**config.mk**
```make
export PLATFORM = sky130hd
export DESIGN_NAME = epii_ctrl
export DESIGN_NICKNAME = d
export VERILOG_FILES = /design/src/design/epii_pkg.sv /design/src/design/epii_ctrl.sv
export VERILOG_INCLUDE_DIRS = /design/src /design/src/design
export SDC_FILE = /design/constraint.sdc
export NUM_CORES = 1
export LEC_CHECK = 0
export BUFFER_PORTS_ARGS = -buffer_cell sky130_fd_sc_hd__buf_2
export CAP_MARGIN = 20
export CORE_AREA = 2 2 39 41
export DETAILED_ROUTE_END_ITERATION = 12
export DIE_AREA = 0 0 41 43
export PLACE_DENSITY = 0.74
export SYNTH_ARGS = -nofsm -noshare
export SYNTH_HDL_FRONTEND = slang
export SYNTH_SLANG_ARGS = --single-unit
```
**constraint.sdc**
```tcl
create_clock -name clk -period 1.5 [get_ports clk]
set_clock_uncertainty 0.1 [all_clocks]
set_input_delay 0.225 -clock clk [delete_from_list [all_inputs] [get_ports clk]]
set_output_delay 0.225 -clock clk [all_outputs]
set_load 0.05 [all_outputs]
```
**src/design/event_pixel_intensity_integrator_core_defines.svh**
```systemverilog
// ----------------------------------------------------------------------------
// Assertion macros for the event pixel intensity integrator
// Assertion wrappers used by epii_ctrl; define ASSERT_OFF to compile them away.
// ----------------------------------------------------------------------------
`ifndef EVENT_PIXEL_INTENSITY_INTEGRATOR_CORE_DEFINES_SVH
`define EVENT_PIXEL_INTENSITY_INTEGRATOR_CORE_DEFINES_SVH
`ifndef ASSERT_OFF
// Same-cycle implication.
`define EPII_ASSERT_IMP(lbl, clk, rst_n, ante, cons) \
	lbl: assert property (@(posedge clk) disable iff (!rst_n) (ante) |-> (cons)) \
		else $error("epii assertion failed");
// Next-cycle implication.
`define EPII_ASSERT_NXT(lbl, clk, rst_n, ante, cons) \
	lbl: assert property (@(posedge clk) disable iff (!rst_n) (ante) |=> (cons)) \
		else $error("epii assertion failed");
`else
`define EPII_ASSERT_IMP(lbl, clk, rst_n, ante, cons)
`define EPII_ASSERT_NXT(lbl, clk, rst_n, ante, cons)
`endif
`endif

```
**src/design/epii_pkg.sv**
```systemverilog
// ----------------------------------------------------------------------------
// epii_pkg
// Types, constants and exponent tables of the pixel intensity integrator.
// ----------------------------------------------------------------------------
package epii_pkg;

	localparam int COLS_DEF = 256;
	localparam int ROWS_DEF = 256;
	localparam int CFG_W    = 24;

	// Register reset values.
	localparam logic [11:0] CONTRAST_RST = 12'd614;
	localparam logic [23:0] LEAK_RST     = 24'd21475;
	localparam logic [15:0] GAIN_RST     = 16'd2458;

	// Configuration register indexes.
	typedef enum logic [1:0] {
		REG_CONTRAST = 2'd0,
		REG_LEAK     = 2'd1,
		REG_GAIN     = 2'd2
	} cfg_reg_t;

	// Controller states.
	typedef enum logic [3:0] {
		S_CLEAR, S_IDLE, S_READ, S_LOAD, S_MULX, S_INITF, S_FRAC,
		S_SCALE, S_APPLY, S_EVENT, S_RMUL, S_RVAL, S_OUT
	} state_t;

	// Commands from the controller to the datapath.
	typedef struct packed {
		logic clear_we;
		logic capture;
		logic mem_rd;
		logic load_rd;
		logic mul_x;
		logic init_f;
		logic frac_step;
		logic scale;
		logic apply;
		logic ev_write;
		logic r_mul;
		logic r_write;
		logic load_out;
		logic out_oor;
	} cmd_t;

	// Status from the datapath to the controller.
	typedef struct packed {
		logic clear_last;
		logic in_range;
		logic is_render;
		logic frac_last;
	} stat_t;

	// exp(-n) in Q1.16 for the integer part of the exponent.
	function automatic logic [16:0] int_tab(input logic [3:0] n);
		logic [16:0] r;
		case (n)
			4'd0:    r = 17'd65536;
			4'd1:    r = 17'd24109;
			4'd2:    r = 17'd8869;
			4'd3:    r = 17'd3263;
			4'd4:    r = 17'd1200;
			4'd5:    r = 17'd442;
			4'd6:    r = 17'd162;
			4'd7:    r = 17'd60;
			4'd8:    r = 17'd22;
			4'd9:    r = 17'd8;
			4'd10:   r = 17'd3;
			4'd11:   r = 17'd1;
			default: r = 17'd0;
		endcase
		return r;
	endfunction

	// exp(-2^-(k+1)) in Q0.16.
	function automatic logic [15:0] frac_tab(input logic [3:0] k);
		logic [15:0] r;
		case (k)
			4'd0:    r = 16'd39749;
			4'd1:    r = 16'd51039;
			4'd2:    r = 16'd57835;
			4'd3:    r = 16'd61565;
			4'd4:    r = 16'd63520;
			4'd5:    r = 16'd64520;
			4'd6:    r = 16'd65026;
			4'd7:    r = 16'd65280;
			4'd8:    r = 16'd65408;
			4'd9:    r = 16'd65472;
			4'd10:   r = 16'd65504;
			4'd11:   r = 16'd65520;
			4'd12:   r = 16'd65528;
			4'd13:   r = 16'd65532;
			4'd14:   r = 16'd65534;
			default: r = 16'd65535;
		endcase
		return r;
	endfunction

endpackage

```
**src/design/epii_ctrl.sv**
```systemverilog
// ----------------------------------------------------------------------------
// epii_ctrl
// Controller state machine: memory clear, per-word sequencing, result strobe.
// ----------------------------------------------------------------------------
`include "event_pixel_intensity_integrator_core_defines.svh"

module epii_ctrl
	import epii_pkg::*;
(
	input  logic  clk,
	input  logic  arst_n,
	input  logic  start,
	input  stat_t stat,
	output cmd_t  cmd,
	output logic  busy,
	output logic  done
);

	state_t state_q, state_d;

	// State register.
	always_ff @(posedge clk or negedge arst_n) begin
		if (!arst_n) begin
			state_q <= S_CLEAR;
		end else begin
			state_q <= state_d;
		end
	end

	// Next state and commands.
	always_comb begin
		state_d = state_q;
		cmd     = '0;
		unique case (state_q)
			S_CLEAR: begin
				cmd.clear_we = 1'b1;
				if (stat.clear_last) state_d = S_IDLE;
			end
			S_IDLE: begin
				if (start) begin
					cmd.capture = 1'b1;
					state_d     = S_READ;
				end
			end
			S_READ: begin
				cmd.mem_rd = 1'b1;
				if (stat.in_range) begin
					state_d = S_LOAD;
				end else if (stat.is_render) begin
					cmd.load_out = 1'b1;
					cmd.out_oor  = 1'b1;
					state_d      = S_OUT;
				end else begin
					state_d = S_IDLE;
				end
			end
			S_LOAD: begin
				cmd.load_rd = 1'b1;
				state_d     = S_MULX;
			end
			S_MULX: begin
				cmd.mul_x = 1'b1;
				state_d   = S_INITF;
			end
			S_INITF: begin
				cmd.init_f = 1'b1;
				state_d    = S_FRAC;
			end
			S_FRAC: begin
				cmd.frac_step = 1'b1;
				if (stat.frac_last) state_d = S_SCALE;
			end
			S_SCALE: begin
				cmd.scale = 1'b1;
				state_d   = S_APPLY;
			end
			S_APPLY: begin
				cmd.apply = 1'b1;
				state_d   = stat.is_render ? S_RMUL : S_EVENT;
			end
			S_EVENT: begin
				cmd.ev_write = 1'b1;
				state_d      = S_IDLE;
			end
			S_RMUL: begin
				cmd.r_mul   = 1'b1;
				cmd.r_write = 1'b1;
				state_d     = S_RVAL;
			end
			S_RVAL: begin
				cmd.load_out = 1'b1;
				state_d      = S_OUT;
			end
			S_OUT: begin
				state_d = S_IDLE;
			end
			default: begin
				state_d = S_IDLE;
			end
		endcase
	end

	assign busy = (state_q != S_IDLE);
	assign done = (state_q == S_OUT);

	// The result strobe lasts a single cycle.
	`EPII_ASSERT_NXT(a_done_pulse, clk, arst_n, done, !done)
	// An accepted word makes the block busy once the state register leaves idle.
	`EPII_ASSERT_NXT(a_start_busy, clk, arst_n, start && !busy, busy)
	// Memory writes run on every cycle of the clearing pass.
	`EPII_ASSERT_IMP(a_clear_we, clk, arst_n, state_q == S_CLEAR, cmd.clear_we)
	// The last fraction step hands over to the scaling step.
	`EPII_ASSERT_NXT(a_frac_end, clk, arst_n, cmd.frac_step && stat.frac_last,
		state_q == S_SCALE)

endmodule

```
==> results of run 1 <==
[placed cells by master, fill, tap and decap left out, drive strengths merged, types with 3 or more instances in the layout]
cell type  instances
a21oi              5
buf               45
clkbuf             3
dfrtp              4
inv                4
nand2              4
nand2b             5
nor2              11
nor3               8
o22ai              3
[worst paths after layout]
| kind | endpoint | depth (start not counted) | start | slack [ps] |
|---|---|---|---|---|
| min in group asynchronous | state_q[3]$_DFFE_PN0P_ | 2 | arst_n | 230 |
| setup / recovery | cmd[1] | 5 | state_q[3]$_DFFE_PN0P_ | -180 |
| max in group asynchronous | state_q[1]$_DFFE_PN0P_ | 2 | arst_n | 930 |
| hold reg to reg | state_q[3]$_DFFE_PN0P_ | 2 | state_q[2]$_DFFE_PN0P_ | 600 |
| setup reg to reg | state_q[1]$_DFFE_PN0P_ | 5 | state_q[3]$_DFFE_PN0P_ | -80 |
| hold / removal | state_q[1]$_DFFE_PN0P_ | 3 | stat[0] | 180 |
[critical path: cells and delay by family, from the launching register on]
kind                   cells  cell delay (ps)
AO/OA/AOI/OAI              1               70
buffers and inverters      2              340
flip-flops                 1              440
AND/OR/NAND/NOR            2              290
[per-stage QoR]
step / cells / hold slack (ps)
6_report: 122 / 181
5_1_grt: 122 / 189
4_1_cts: 116 / 180
3_5_place_dp: 110 / -66.7
3_3_place_gp: 110 / -70.0
2_1_floorplan: 63 / -171
[power breakdown]
| group | internal [uW] | leakage [uW] | switching [uW] | total, uW |
|---|---|---|---|---|
| Clock | 89.4 | 0.0000138 | 42.2 | 132 |
| Combinational | 997 | 0.000406 | 1300 | 2290 |
| Sequential | 173 | 0.0000456 | 99.9 | 273 |
[cell families (layout without fill, tap and decap cells)]
family          count (synthesis)  in the layout  synth area share
compound gates                 17             17             0.288
buf+inv                        10             53             0.131
flops                           4              4             0.223
simple gates                   32             32             0.358
[metal layers]
metal  global-route usage  vias up
li1                     -      311
met1                0.252      296
met2                0.319       18
met3              0.00524        4
met4                0.133        0
met5                    0        -
[cell type report]
type | instances | area, um2 | share of cell area
Clock buffer | 3 | 22.5 | 0.0216
Inverter | 4 | 15.0 | 0.0144
Multi-Input combinational cell | 49 | 460 | 0.442
Sequential cell | 4 | 105 | 0.101
Tap cell | 16 | 20.0 | 0.0192
Timing Repair Buffer | 46 | 418 | 0.401
[repair_timing]
action                     in CTS  in global routing
buffers inserted                2                  6
hold buffers                    1                  0
hold endpoints to repair        4                  0
pin swaps                       4                  8
gates resized for setup        43                 14
setup endpoints to repair      18                 19
==> results.yml, run 1 <==
status:
  violations: "setup timing"
  outcome: "finished with violations"
timing:
  final_max_slew_viol_count: 0
  fin_crit_sh: 1.12
  min_period_ps: 1680
  rsz0062_at_grt: "true"
  worstMarginPinSlew_ps: 295
  setup_viol: 18
  worst_slack_ps: -183
  slew_headroom: 0.803
  hold_viol_final: 0
  clock.fmax_mhz: 594
  totalNegativeSetupSlack_ps: -1960
floorplan:
  dieArea_um2: 1760
  die_h_um: 43
  start_util: 0.324
  core_area_um2: 1380
  ioPinCount: 23
  rows: 14
  die_x_um: 41
routing:
  num_vias: 629
  drc: 0
  wire_per_inst_um: 15.2
  drt-met1-wl_um: 705
  wl_met3_um: 70
  firstDrtPassIters: 4
  top_layer: "met4"
  wl_met2_mm: 1.05
  routed_via_density: 5.16
  ant_nets: 0
  routed_wl_mm: 1.86
  drtIter0Drc: 4
cells_and_area:
  fillCellCount: 82
  layout_top_registers: "state_q (4)"
  final_design_area_no_fill_um2: 1040
  final_util: 0.752
  n_antenna_cell: 0
  nNetsFinal: 115
  largest_reg_flops: 4
  drive_above_1_share: 0.736
  area_growth_pct: 132
  regMostFlops: "state_q"
logic_synthesis:
  yosys_warnings: 0
  syn_inst: 63
  synth.largest_area_cell: "dfrtp_1"
  avgSynthCellArea_um2: 7.11
  ys_types: 23
  synth_ff_type: "dfrtp_1"
  synth_commonest_cells: "11 x nor2_1, 8 x nor3_1, 5 x a21oi_1"
  post-synth-top-count-cell: "nor2_1"
  synth-seq-cells: 4
  ys_async_sr_fraction: 1.00
  synth_top_cell_area_share: 0.223
  ys_seq_area_frac: 0.223
  synth.top_cells.by_area: "dfrtp_1 22%, nor2_1 9.2%, nor3_1 8.9%"
  syn_area_um2: 448
  syn_nets: 70
  synth_edf_count: 0
grt:
  grtUsageTotal: 0.202
  grt_antenna_before_repair: 0
  grt_pass1_vias: 566
  gr-total-overflow: 0
  grt_first_pass_wirelength_mm: 2.39
  grt_max_degree: 10
worst_setup_path:
  crit_top_cell: "nor3_4"
  critPathMaxStageDelay_ps: 440
  slowest_stage: "dfrtp_2"
  worst_setup_path_end_kind: "output port"
  path_class: "reg2out"
  crit_path_max_fanout: 6
  critical_path_arrival_ps: 1360
  setup.worst_path.start_class: "flip-flop"
  crit_path_cell_trace: "buf_4 > nor3_4 > a21oi_2 > nor3_4 > buf_6"
  required_ps: 1170
cts:
  clk_pin_slew_ps: 40
  cts_buffers: 3
  clock_latency_ps: 230
  cts_tree: "built"
  cts_max_level: 1
  cts_root_buffer: "clkbuf_4"
  cts.sinks: 4
  clockBufferDepth: 2
place:
  dp_hpwl_mm: 1.10
  portBuffers: 22
  placed_area_um2: 754
  dpl_worst_slack_ps: -122
  place_congestion: 0.870
hold_path:
  holdCritPathClass: "in2reg"
power:
  power.leakage_uw: 0.000466
  p_total_uw: 2700
  powerDensity_nw_per_um2: 2590
  ir_worst_vdd_mv: 1.24
flow_run:
  maxCapViolations: 0
Note: power is estimated with default switching activity, not from simulation.
==> inputs of run 2 (changes only) <==
- CORE_AREA: 2 2 39 41 -> not set
- CORE_MARGIN: not set -> 2
- CORE_UTILIZATION: not set -> 25
- DIE_AREA: 0 0 41 43 -> not set
- PLACE_DENSITY: 0.74 -> 0.61
- SKIP_LAST_GASP: not set -> 1
==> results.yml, run 2 (synthesis results as in run 1) <==
status:
  outcome: "finished with violations"
  violations: "setup timing"
worst_setup_path:
  slowest_stage: "dfrtp_2"
  rr_worst_depth: 7
  required_ps: 1170
  reg2reg_from: "state_q[2]$_DFFE_PN0P_"
  critical_path_arrival_ps: 1370
  path_class: "reg2out"
  worst_setup_path_end_kind: "output port"
  r2r-end: "state_q[1]$_DFFE_PN0P_"
  critPathMaxStageDelay_ps: 450
  r2r_setup_slack_ps: -20
  setup.worst_path.start_class: "flip-flop"
  crit_path_cell_trace: "or2_4 > nor3_4 > buf_6"
  crit_path_max_fanout: 6
cells_and_area:
  nNetsFinal: 116
  final_common_cell: "buf_4"
  n_antenna_cell: 0
  final_design_area_no_fill_um2: 1050
  largest_reg_flops: 4
  drive_above_1_share: 0.729
  area_growth_pct: 135
  finalNonFillerCells: 132
  layout_top_registers: "state_q (4)"
  layout_common_cells: "21 x buf_4, 15 x buf_6, 7 x nor2_4"
  final_util: 0.618
  regMostFlops: "state_q"
hold_path:
  hp-start: "stat[0]"
  holdCritPathClass: "in2reg"
  hold_end: "state_q[1]$_DFFE_PN0P_"
  hold_depth: 3
grt:
  gr-total-overflow: 0
  grtUsageTotal: 0.166
  grt_antenna_before_repair: 0
  grt_pass1_vias: 598
  grt_first_pass_wirelength_mm: 2.55
  grt_max_degree: 9
cts:
  cts_buffers: 3
  cts_max_level: 1
  cts_root_buffer: "clkbuf_4"
  clock_latency_ps: 260
  cts_tree: "built"
  clk_pin_slew_ps: 50
  cts.sinks: 4
  clockBufferDepth: 2
place:
  dp_hpwl_mm: 1.15
  portBuffers: 22
  placed_area_um2: 788
  place_inst: 122
  place_congestion: 0.770
floorplan:
  die_h_um: 46.3
  start_util: 0.262
  die_x_um: 46.3
  core_area_um2: 1710
  dieArea_um2: 2150
  rows: 15
  ioPinCount: 23
routing:
  num_vias: 629
  routed_via_density: 4.77
  firstDrtPassIters: 4
  drc: 0
  routed_wl_mm: 1.75
  wire_per_inst_um: 13.3
  ant_nets: 0
  drtIter0Drc: 13
timing:
  slew_headroom: 0.818
  setup_viol: 17
  timing.hold.ws_ps: 177
  hold_viol_final: 0
  clock.fmax_mhz: 591
  fin_crit_sh: 1.13
  final_max_slew_viol_count: 0
  worst_slack_ps: -193
  rsz0062_at_grt: "true"
  worstMarginPinSlew_ps: 273
  min_period_ps: 1690
power:
  power.leakage_uw: 0.000463
  p_total_uw: 2670
  ir_worst_vdd_mv: 1.36
  powerDensity_nw_per_um2: 2530
flow_run:
  maxCapViolations: 0
==> run 2: cell types whose count changed in the layout (fill, tap and decap cells not counted), sizes merged <==
cell and change:
buf +1
==> run 2: repair_timing <==
item / 4_1_cts / 5_1_grt
hold buffers: 1 / 0
endpoints found under the hold margin: 4 / 0
pin swaps: 4 / 4
setup buffers: 4 / 2
endpoints found under the setup margin: 18 / 17
resized for setup: 45 / 9
==> run 2: worst max-delay path by stage <==
stage / from / endpoint / slack, ps / cells past startpoint
after global placement: state_q[0]$_DFFE_PN0P_ / cmd[1] / -60 / 4
final: state_q[2]$_DFFE_PN0P_ / cmd[0] / -190 / 3
after global routing: state_q[0]$_DFFE_PN0P_ / cmd[1] / -220 / 4
after floorplan: state_q[0]$_DFFE_PN0P_ / cmd[5] / -130 / 3
after detailed placement: state_q[0]$_DFFE_PN0P_ / cmd[1] / -80 / 4
after CTS: state_q[3]$_DFFE_PN0P_ / cmd[0] / -170 / 3
==> run 2: routing by layer <==
metal / global-route usage / up-vias / wire [um]
met1: 0.196 / 302 / 723
met2: 0.294 / 16 / 951
met3: 0.0471 / 2 / 60
met5: 0 / - / 0
met4: 0.0343 / 0 / 18
li1: - / 309 / -
==> run 2: area by class of cell <==
class                      count  area (um2)
inverter                       4        15.0
timing repair buffer          47         427
multi-input combinational     49         455
clock buffer                   3        22.5
sequential                     4         104
tap                           25        31.3
fill                         143         653
==> run 2: critical path, delay by kind of cell (launching register included) <==
kind                   cells  cell delay, ps
DFF                        1             450
and+or+nand+nor            2             490
buffers and inverters      1             180
==> run 2: stage by stage <==
stage	setup TNS [ps]	setup WS, ps
after floorplan	-569	-134
after global placement	-191	-57.2
after detailed placement	-260	-80.1
after CTS	-1500	-167
after global routing	-2560	-225
final	-1920	-193
==> run 2: power by group <==
part	internal (uW)	switching, uW	total [uW]
clock network	90.5	59.2	150
registers	170	116	286
logic	1010	1220	2230
total	1270	1400	2670
